==> src/rtl/core/lcdf_pkg.sv <==
// lcdf_pkg: shared types, command codes and word helpers for the lcd formatter
// no dependencies
`default_nettype none

package lcdf_pkg;

    // longest burst (window request) and the width of a word count
    localparam int WORDS_MAX = 7;
    localparam int CNT_W     = $clog2(WORDS_MAX + 1);

    // request codes
    localparam logic [1:0] REQ_WINDOW   = 2'd0;
    localparam logic [1:0] REQ_PIXEL    = 2'd1;
    localparam logic [1:0] REQ_CONTRAST = 2'd2;
    localparam logic [1:0] REQ_UNUSED   = 2'd3;

    // controller command bytes
    localparam logic [7:0] CMD_ROW_ADDR  = 8'h75;
    localparam logic [7:0] CMD_COL_ADDR  = 8'h15;
    localparam logic [7:0] CMD_MEM_WRITE = 8'h5C;
    localparam logic [7:0] CMD_CONTRAST  = 8'h81;

    // row offset of the panel
    localparam logic [7:0] ROW_OFFSET = 8'd2;

    // pixel modes
    localparam logic PIX_MODE_8  = 1'b0;
    localparam logic PIX_MODE_12 = 1'b1;

    typedef logic [8:0] t_word;

    // words of one request, words[0] goes out first
    typedef struct packed {
        t_word [WORDS_MAX-1:0] words;
        logic  [CNT_W-1:0]     count;
    } t_burst;

    // bit 8 set marks a data byte
    function automatic t_word data_word(input logic [7:0] b);
        return {1'b1, b};
    endfunction

    function automatic t_word cmd_word(input logic [7:0] b);
        return {1'b0, b};
    endfunction

endpackage

`default_nettype wire

==> src/rtl/core/lcdf_encoder.sv <==
// lcdf_encoder: turns one request into its burst of lcd words
// depends on lcdf_pkg
`default_nettype none

module lcdf_encoder import lcdf_pkg::*; (
    input  wire  [1:0]  i_req_type,
    input  wire         i_pixel_mode,
    input  wire  [7:0]  i_col_start,
    input  wire  [7:0]  i_row_start,
    input  wire  [7:0]  i_col_end,
    input  wire  [7:0]  i_row_end,
    input  wire  [11:0] i_pixel_first,
    input  wire  [11:0] i_pixel_second,
    input  wire  [15:0] i_contrast_value,
    output t_burst      o_burst
);

    logic [7:0] row_start_off;
    logic [7:0] row_end_off;

    // rows carry the panel offset, wrapping at 256
    assign row_start_off = i_row_start + ROW_OFFSET;
    assign row_end_off   = i_row_end + ROW_OFFSET;

    // word list per request type
    always_comb begin
        o_burst = '0;
        unique case (i_req_type)
            REQ_WINDOW: begin
                o_burst.words[0] = cmd_word(CMD_ROW_ADDR);
                o_burst.words[1] = data_word(row_start_off);
                o_burst.words[2] = data_word(row_end_off);
                o_burst.words[3] = cmd_word(CMD_COL_ADDR);
                o_burst.words[4] = data_word(i_col_start);
                o_burst.words[5] = data_word(i_col_end);
                o_burst.words[6] = cmd_word(CMD_MEM_WRITE);
                o_burst.count    = CNT_W'(7);
            end
            REQ_PIXEL: begin
                if (i_pixel_mode == PIX_MODE_12) begin
                    // two rgb444 pixels packed into three bytes
                    o_burst.words[0] = data_word(i_pixel_first[11:4]);
                    o_burst.words[1] = data_word({i_pixel_first[3:0], i_pixel_second[11:8]});
                    o_burst.words[2] = data_word(i_pixel_second[7:0]);
                    o_burst.count    = CNT_W'(3);
                end else begin
                    o_burst.words[0] = data_word(i_pixel_first[7:0]);
                    o_burst.count    = CNT_W'(1);
                end
            end
            REQ_CONTRAST: begin
                o_burst.words[0] = cmd_word(CMD_CONTRAST);
                o_burst.words[1] = data_word(i_contrast_value[15:8]);
                o_burst.words[2] = data_word({5'b0, i_contrast_value[2:0]});
                o_burst.count    = CNT_W'(3);
            end
            default: begin
                // unused request type gives no words
                o_burst.count = '0;
            end
        endcase
    end

endmodule

`default_nettype wire

==> src/rtl/core/lcdf_sequencer.sv <==
// lcdf_sequencer: holds a burst and shifts it out one word a cycle into the output register
// depends on lcdf_pkg
`default_nettype none

module lcdf_sequencer import lcdf_pkg::*; (
    input  wire          i_clk,
    input  wire          i_rst_n,
    input  wire          i_load,
    input  wire t_burst  i_burst,
    output logic         o_busy,
    output logic         o_strobe,
    output t_word        o_word,
    output logic         o_last
);

    t_word [WORDS_MAX-1:0] r_words;
    t_word [WORDS_MAX-1:0] n_words;
    logic  [CNT_W-1:0]     r_left;
    logic  [CNT_W-1:0]     n_left;
    logic                  r_out_valid;
    t_word                 r_out_word;
    logic                  r_out_last;
    logic                  emit;

    assign emit = (r_left != '0);

    // a new request may enter while the final word moves to the output
    assign o_busy = (r_left > CNT_W'(1));

    // next burst contents: load a fresh one or shift by one word
    always_comb begin
        n_words = r_words;
        n_left  = r_left;
        if (emit) begin
            for (int i = 0; i < WORDS_MAX - 1; i++) begin
                n_words[i] = r_words[i+1];
            end
            n_left = r_left - CNT_W'(1);
        end
        if (i_load) begin
            n_words = i_burst.words;
            n_left  = i_burst.count;
        end
    end

    // burst store, no reset on payload
    always_ff @(posedge i_clk) begin
        r_words <= n_words;
    end

    // control state
    always_ff @(posedge i_clk) begin
        if (!i_rst_n) begin
            r_left      <= '0;
            r_out_valid <= 1'b0;
        end else begin
            r_left      <= n_left;
            r_out_valid <= emit;
        end
    end

    // result register
    always_ff @(posedge i_clk) begin
        if (emit) begin
            r_out_word <= r_words[0];
            r_out_last <= (r_left == CNT_W'(1));
        end
    end

    assign o_strobe = r_out_valid;
    assign o_word   = r_out_word;
    assign o_last   = r_out_last;

endmodule

`default_nettype wire

==> src/rtl/core/lcd_window_pixel_command_formatter_top.sv <==
// lcd_window_pixel_command_formatter_top: request capture, pixel mode register, output words
// depends on lcdf_pkg, lcdf_encoder, lcdf_sequencer
// a taken start loads the burst store; words then pass through the output register, one per cycle
// words per request: 7 window, 3 pixel pair or contrast, 1 for an 8-bit pixel, none for an
// unused type; all of them leave through the single output word port
// busy drops in the cycle the final word is loaded, so the next start follows at once
// reset: synchronous active low, clears the burst word count and output strobe, pixel mode to 12-bit
`default_nettype none

module lcd_window_pixel_command_formatter_top import lcdf_pkg::*; (
    input  wire         i_clk,
    input  wire         i_rst_n,
    input  wire         start,
    output logic        busy,
    input  wire         i_cfg_we,
    input  wire         i_cfg_wdata,
    input  wire  [1:0]  i_req_type,
    input  wire  [7:0]  i_col_start,
    input  wire  [7:0]  i_row_start,
    input  wire  [7:0]  i_col_end,
    input  wire  [7:0]  i_row_end,
    input  wire  [11:0] i_pixel_first,
    input  wire  [11:0] i_pixel_second,
    input  wire  [15:0] i_contrast_value,
    output logic        o_strobe,
    output logic [8:0]  o_lcd_word,
    output logic        o_last_word
);

    logic   r_pixel_mode;
    logic   load;
    t_burst burst;
    t_word  word;

    // pixel mode register
    always_ff @(posedge i_clk) begin
        if (!i_rst_n) begin
            r_pixel_mode <= PIX_MODE_12;
        end else if (i_cfg_we) begin
            r_pixel_mode <= i_cfg_wdata;
        end
    end

    assign load = start & ~busy;

    // request to word list
    lcdf_encoder u_encoder (
        .i_req_type       (i_req_type),
        .i_pixel_mode     (r_pixel_mode),
        .i_col_start      (i_col_start),
        .i_row_start      (i_row_start),
        .i_col_end        (i_col_end),
        .i_row_end        (i_row_end),
        .i_pixel_first    (i_pixel_first),
        .i_pixel_second   (i_pixel_second),
        .i_contrast_value (i_contrast_value),
        .o_burst          (burst)
    );

    // word list to output beats
    lcdf_sequencer u_sequencer (
        .i_clk    (i_clk),
        .i_rst_n  (i_rst_n),
        .i_load   (load),
        .i_burst  (burst),
        .o_busy   (busy),
        .o_strobe (o_strobe),
        .o_word   (word),
        .o_last   (o_last_word)
    );

    assign o_lcd_word = word;

endmodule

`default_nettype wire

==> config.mk <==
export PLATFORM = sky130hd
export DESIGN_NAME = lcd_window_pixel_command_formatter_top
export DESIGN_NICKNAME = d
export VERILOG_FILES = /design/src/rtl/core/lcdf_pkg.sv /design/src/rtl/core/lcdf_encoder.sv /design/src/rtl/core/lcdf_sequencer.sv /design/src/rtl/core/lcd_window_pixel_command_formatter_top.sv
export SDC_FILE = /design/constraint.sdc
export NUM_CORES = 1
export LEC_CHECK = 0
export ABC_CLOCK_PERIOD_IN_PS = 2900
export BUFFER_PORTS_ARGS = -buffer_cell sky130_fd_sc_hd__buf_2
export CAP_MARGIN = 10
export CORE_ASPECT_RATIO = 2
export CORE_UTILIZATION = 47
export CTS_CLUSTER_SIZE = 12
export DETAILED_ROUTE_END_ITERATION = 12
export PLACE_DENSITY = 0.75
export SKIP_CTS_REPAIR_TIMING = 1
export SLEW_MARGIN = 15
export SYNTH_ARGS = -nofsm -noshare
export SYNTH_HDL_FRONTEND = slang
export SYNTH_SLANG_ARGS = --single-unit
==> constraint.sdc <==
create_clock -name i_clk -period 2.9 [get_ports i_clk]
set_input_delay 0.145 -clock i_clk [delete_from_list [all_inputs] [get_ports i_clk]]
set_output_delay 0.145 -clock i_clk [all_outputs]
set_load 0.01 [all_outputs]
==> results.md <==
- The first-pass GRT wire length is 12.6 mm.
- Sorting the synthesized cells by area gives the leading types as edfxtp_1, nand2_1, mux2i_1, dfxtp_1, nand3_1.
- In the synthesized netlist the async set-or-reset flop fraction comes to 0%.
- Row generation in the floorplan step produced 43 rows.
- The post-detailed-route via-to-cell ratio is approximately 5.4.
- The first detailed-routing pass took 4 iterations.
- TritonCTS built the clock tree.
- In the final design database the tool counted 463 nets.
- The total power divided by cell area is 1060 nW/um^2.
- The insertion delay of the later-clocked pin in the worst-skew pair is 0.33 ns.
- Measured on the finished design, the core utilization comes to between 50% and 60%.
- The average footprint of a synthesized cell is 11.5 sq um.
- Summed over all cells, the static leakage comes to 1.82 nW.
- The final weighted congestion in routability-driven placement is 0.821.
- The initial antenna violation count came to 0.
- The data required time of the worst path is around 3 ns.
- Synthesis handed over a netlist of 298 instances.
- The number of different library cells used by synthesis comes to 38.
- The aggregate routed wire length is 7.71 mm.
- The clock-pin transition on the worst setup and hold timing paths is 0.05 ns.
- The highest fanout seen on the critical path is 28.
- The post-placement worst setup slack is 0.850 ns.
- The time the worst path needs with I/O delays and setup is 2.02 ns.
- The number of global-route vias before repair is about 2600.
- The number of clock buffers added by TritonCTS is 9.
- edfxtp_1 takes more of the synthesized area than any other cell.
- The final worst-path cycle share is 69.7%.
- In the layout the commonest cells are buf_2, edfxtp_1, nand2_1.
- The worst setup path is captured at a flop.
- The remaining max-slew budget at the tightest pin is 47.8%.
- The number of violations reported at the end of detailed-routing iteration 0 is 116.
- In this run the remaining antenna-violating nets after routing total 0.
- For this run the aggregate overflow at the end of global routing stands at 0.
- The filler cell count is 610.
- The critical path launch point type is a flop.
- The peak ir drop on the vdd network is 0.649 mV.
- CTS placed an instance of clkbuf_16 at the clock tree root.
- Between clock sinks in the finished design, the worst skew comes to 0.00418 ns.
- The combined global-route utilization of all metal layers is 22.5%.
- The critical path is of the flop to flop type.
- The total vias in the final route is approximately 2600.
- Entering global routing, the biggest net connects 55 pins.
- The max-capacitance violation count is 0.
- The area of the mapped netlist is around 3400 sq um.
- The die covers 7640 sq um.
- Sequential cells were found to cover 60.1% of the synthesized design area.
- The depth of the CTS H-tree is 3.
- The number of diodes added for antenna fixing is 0.
- The run finished with clean final reports.
- The synthesized design contains 65 enable-type register cells.
- The average wire per cell in the routed design is 16.3 um.
- The total setup violations reported at the end of the flow is 0.
- The area overhead of the layout relative to synthesis is 22.6%.
- The pin slew with the least headroom to its limit is 0.783 ns.
- The count of pins on the block boundary is 91.
- When the netlist entered floorplanning its net count stood at approximately 380.
- The initial standard-cell utilization of the core is 48.9%.
- The DRC violations left is 0.
- Detailed placement finished with a half-perimeter wire length of 5.46 mm.
- The yosys synthesis warning count is 0.
- Setup repair after global routing left no endpoint under its margin.
- At the worst endpoint, the arrival time is 2.07 ns.
- The die outline height is 123 um.
- The area of the placeable core is 6990 sq um.
- The most common library cell in the layout ignoring fill and taps is buf_2.
- The tree built by TritonCTS fans out to 70 sinks.
- The post-synthesis sequential element count is 70.
- In the post-route analysis, the smallest setup slack over all paths is 0.880 ns.
- The width of the chip is 62.3 um.
- The total negative slack for setup checks is 0 ns.
- For this run, the top clock speed supported by timing is 495 MHz.
- The number of hold-slack violations in the final timing report is 0.
- The number of port buffers is 85.
- The buffer levels on the longest clock path is 2.
- The share of Yosys cell area claimed by the top area cell type is between 50% and 60%.
- The post-route netlist has ~28% of its cells at a drive strength greater than 1.
- The classification of the worst-slack hold path is input pin to flop.
- Among all flip-flop cells after synthesis, the most frequent one is edfxtp_1.
- The number of pins exceeding their max-slew limit in the final report is 0.
## cell usage after synthesis, drive strengths merged (5+ instances only)
cell type,number
a21o,8
a21oi,13
and2,7
and3,5
buf,13
clkbuf,7
dfxtp,5
edfxtp,65
ha,5
inv,6
mux2i,11
nand2,39
nand2b,7
nand3,19
nor2,20
nor3,5
o21a,6
o21ai,17
xnor2,6
## worst paths after layout
kind,startpoint,to,slack [ns],depth (start not counted)
setup / recovery,u_sequencer.r_left[1],u_sequencer.r_words[15],0.88,7
hold / removal,i_cfg_we,r_pixel_mode,0.02,2
setup reg to reg,u_sequencer.r_left[1],u_sequencer.r_words[15],0.88,7
hold reg to reg,u_sequencer.r_words[2],u_sequencer.o_word[2],0.42,0
## metrics by stage
step / total power [W] / std cells / cell area [sq um] / hold WS (ns)
3_3_place_gp: 0.00332 / 458 / 3900 / 0.361
4_1_cts: 0.00445 / 473 / 4190 / 0.0141
3_5_place_dp: 0.00340 / 458 / 3900 / 0.364
2_1_floorplan: 0.00296 / 298 / 3420 / 0.244
5_1_grt: 0.00468 / 473 / 4190 / 0.0311
6_report: 0.00442 / 473 / 4190 / 0.0218
## critical path, cell delays in order (launching register included)
cell,delay [ns]
dfxtp_1,0.32
inv_1,0.11
ha_1,0.16
o21bai_2,0.14
nand3b_4,0.24
inv_2,0.44
mux2i_1,0.26
a31oi_1,0.06
## registers in the layout, indices dropped and copies added (netlist names)
name,flops
r_pixel_mode,1
u_sequencer.r_words,55
u_sequencer.o_last,1
u_sequencer.o_strobe,1
u_sequencer.o_word,9
u_sequencer.r_left,3
## kinds of logic after synthesis
family | Yosys count | synth area share (%)
AOI/OAI and AO/OA | 73 | 14.4
xor gates and xnor gates | 7 | 1.79
adders and majority gates | 5 | 1.83
buffers and inverters | 26 | 3.70
DFF | 70 | 60.1
muxes | 11 | 3.22
and+or+nand+nor | 106 | 15.0
## cell type report
type | count | area, sq um | share of cell area (%)
Timing Repair Buffer | 90 | 475 | 11.4
Sequential cell | 70 | 2050 | 49.0
Inverter | 6 | 22.5 | 0.538
Clock buffer | 11 | 233 | 5.56
Tap cell | 90 | 113 | 2.69
Multi-Input combinational cell | 202 | 1240 | 29.7
Clock inverter | 4 | 48.8 | 1.17
## layer usage
layer  part of all wire, %  up-vias  GRT usage (%)
met1                    35     1194           23.4
met3                   6.1       19           6.41
met5                     0        -              0
li1                      -     1255              -
met4                   3.2        0           12.1
met2                    56      100           40.5
## power by group
part	total, W	switching [W]	internal (W)
logic	0.00134	0.000836	0.000500
clock network	0.00105	0.000390	0.000657
registers	0.00204	0.000146	0.00189
total	0.00442	0.00137	0.00305
No activity file was read; power rests on OpenSTA's default activity.
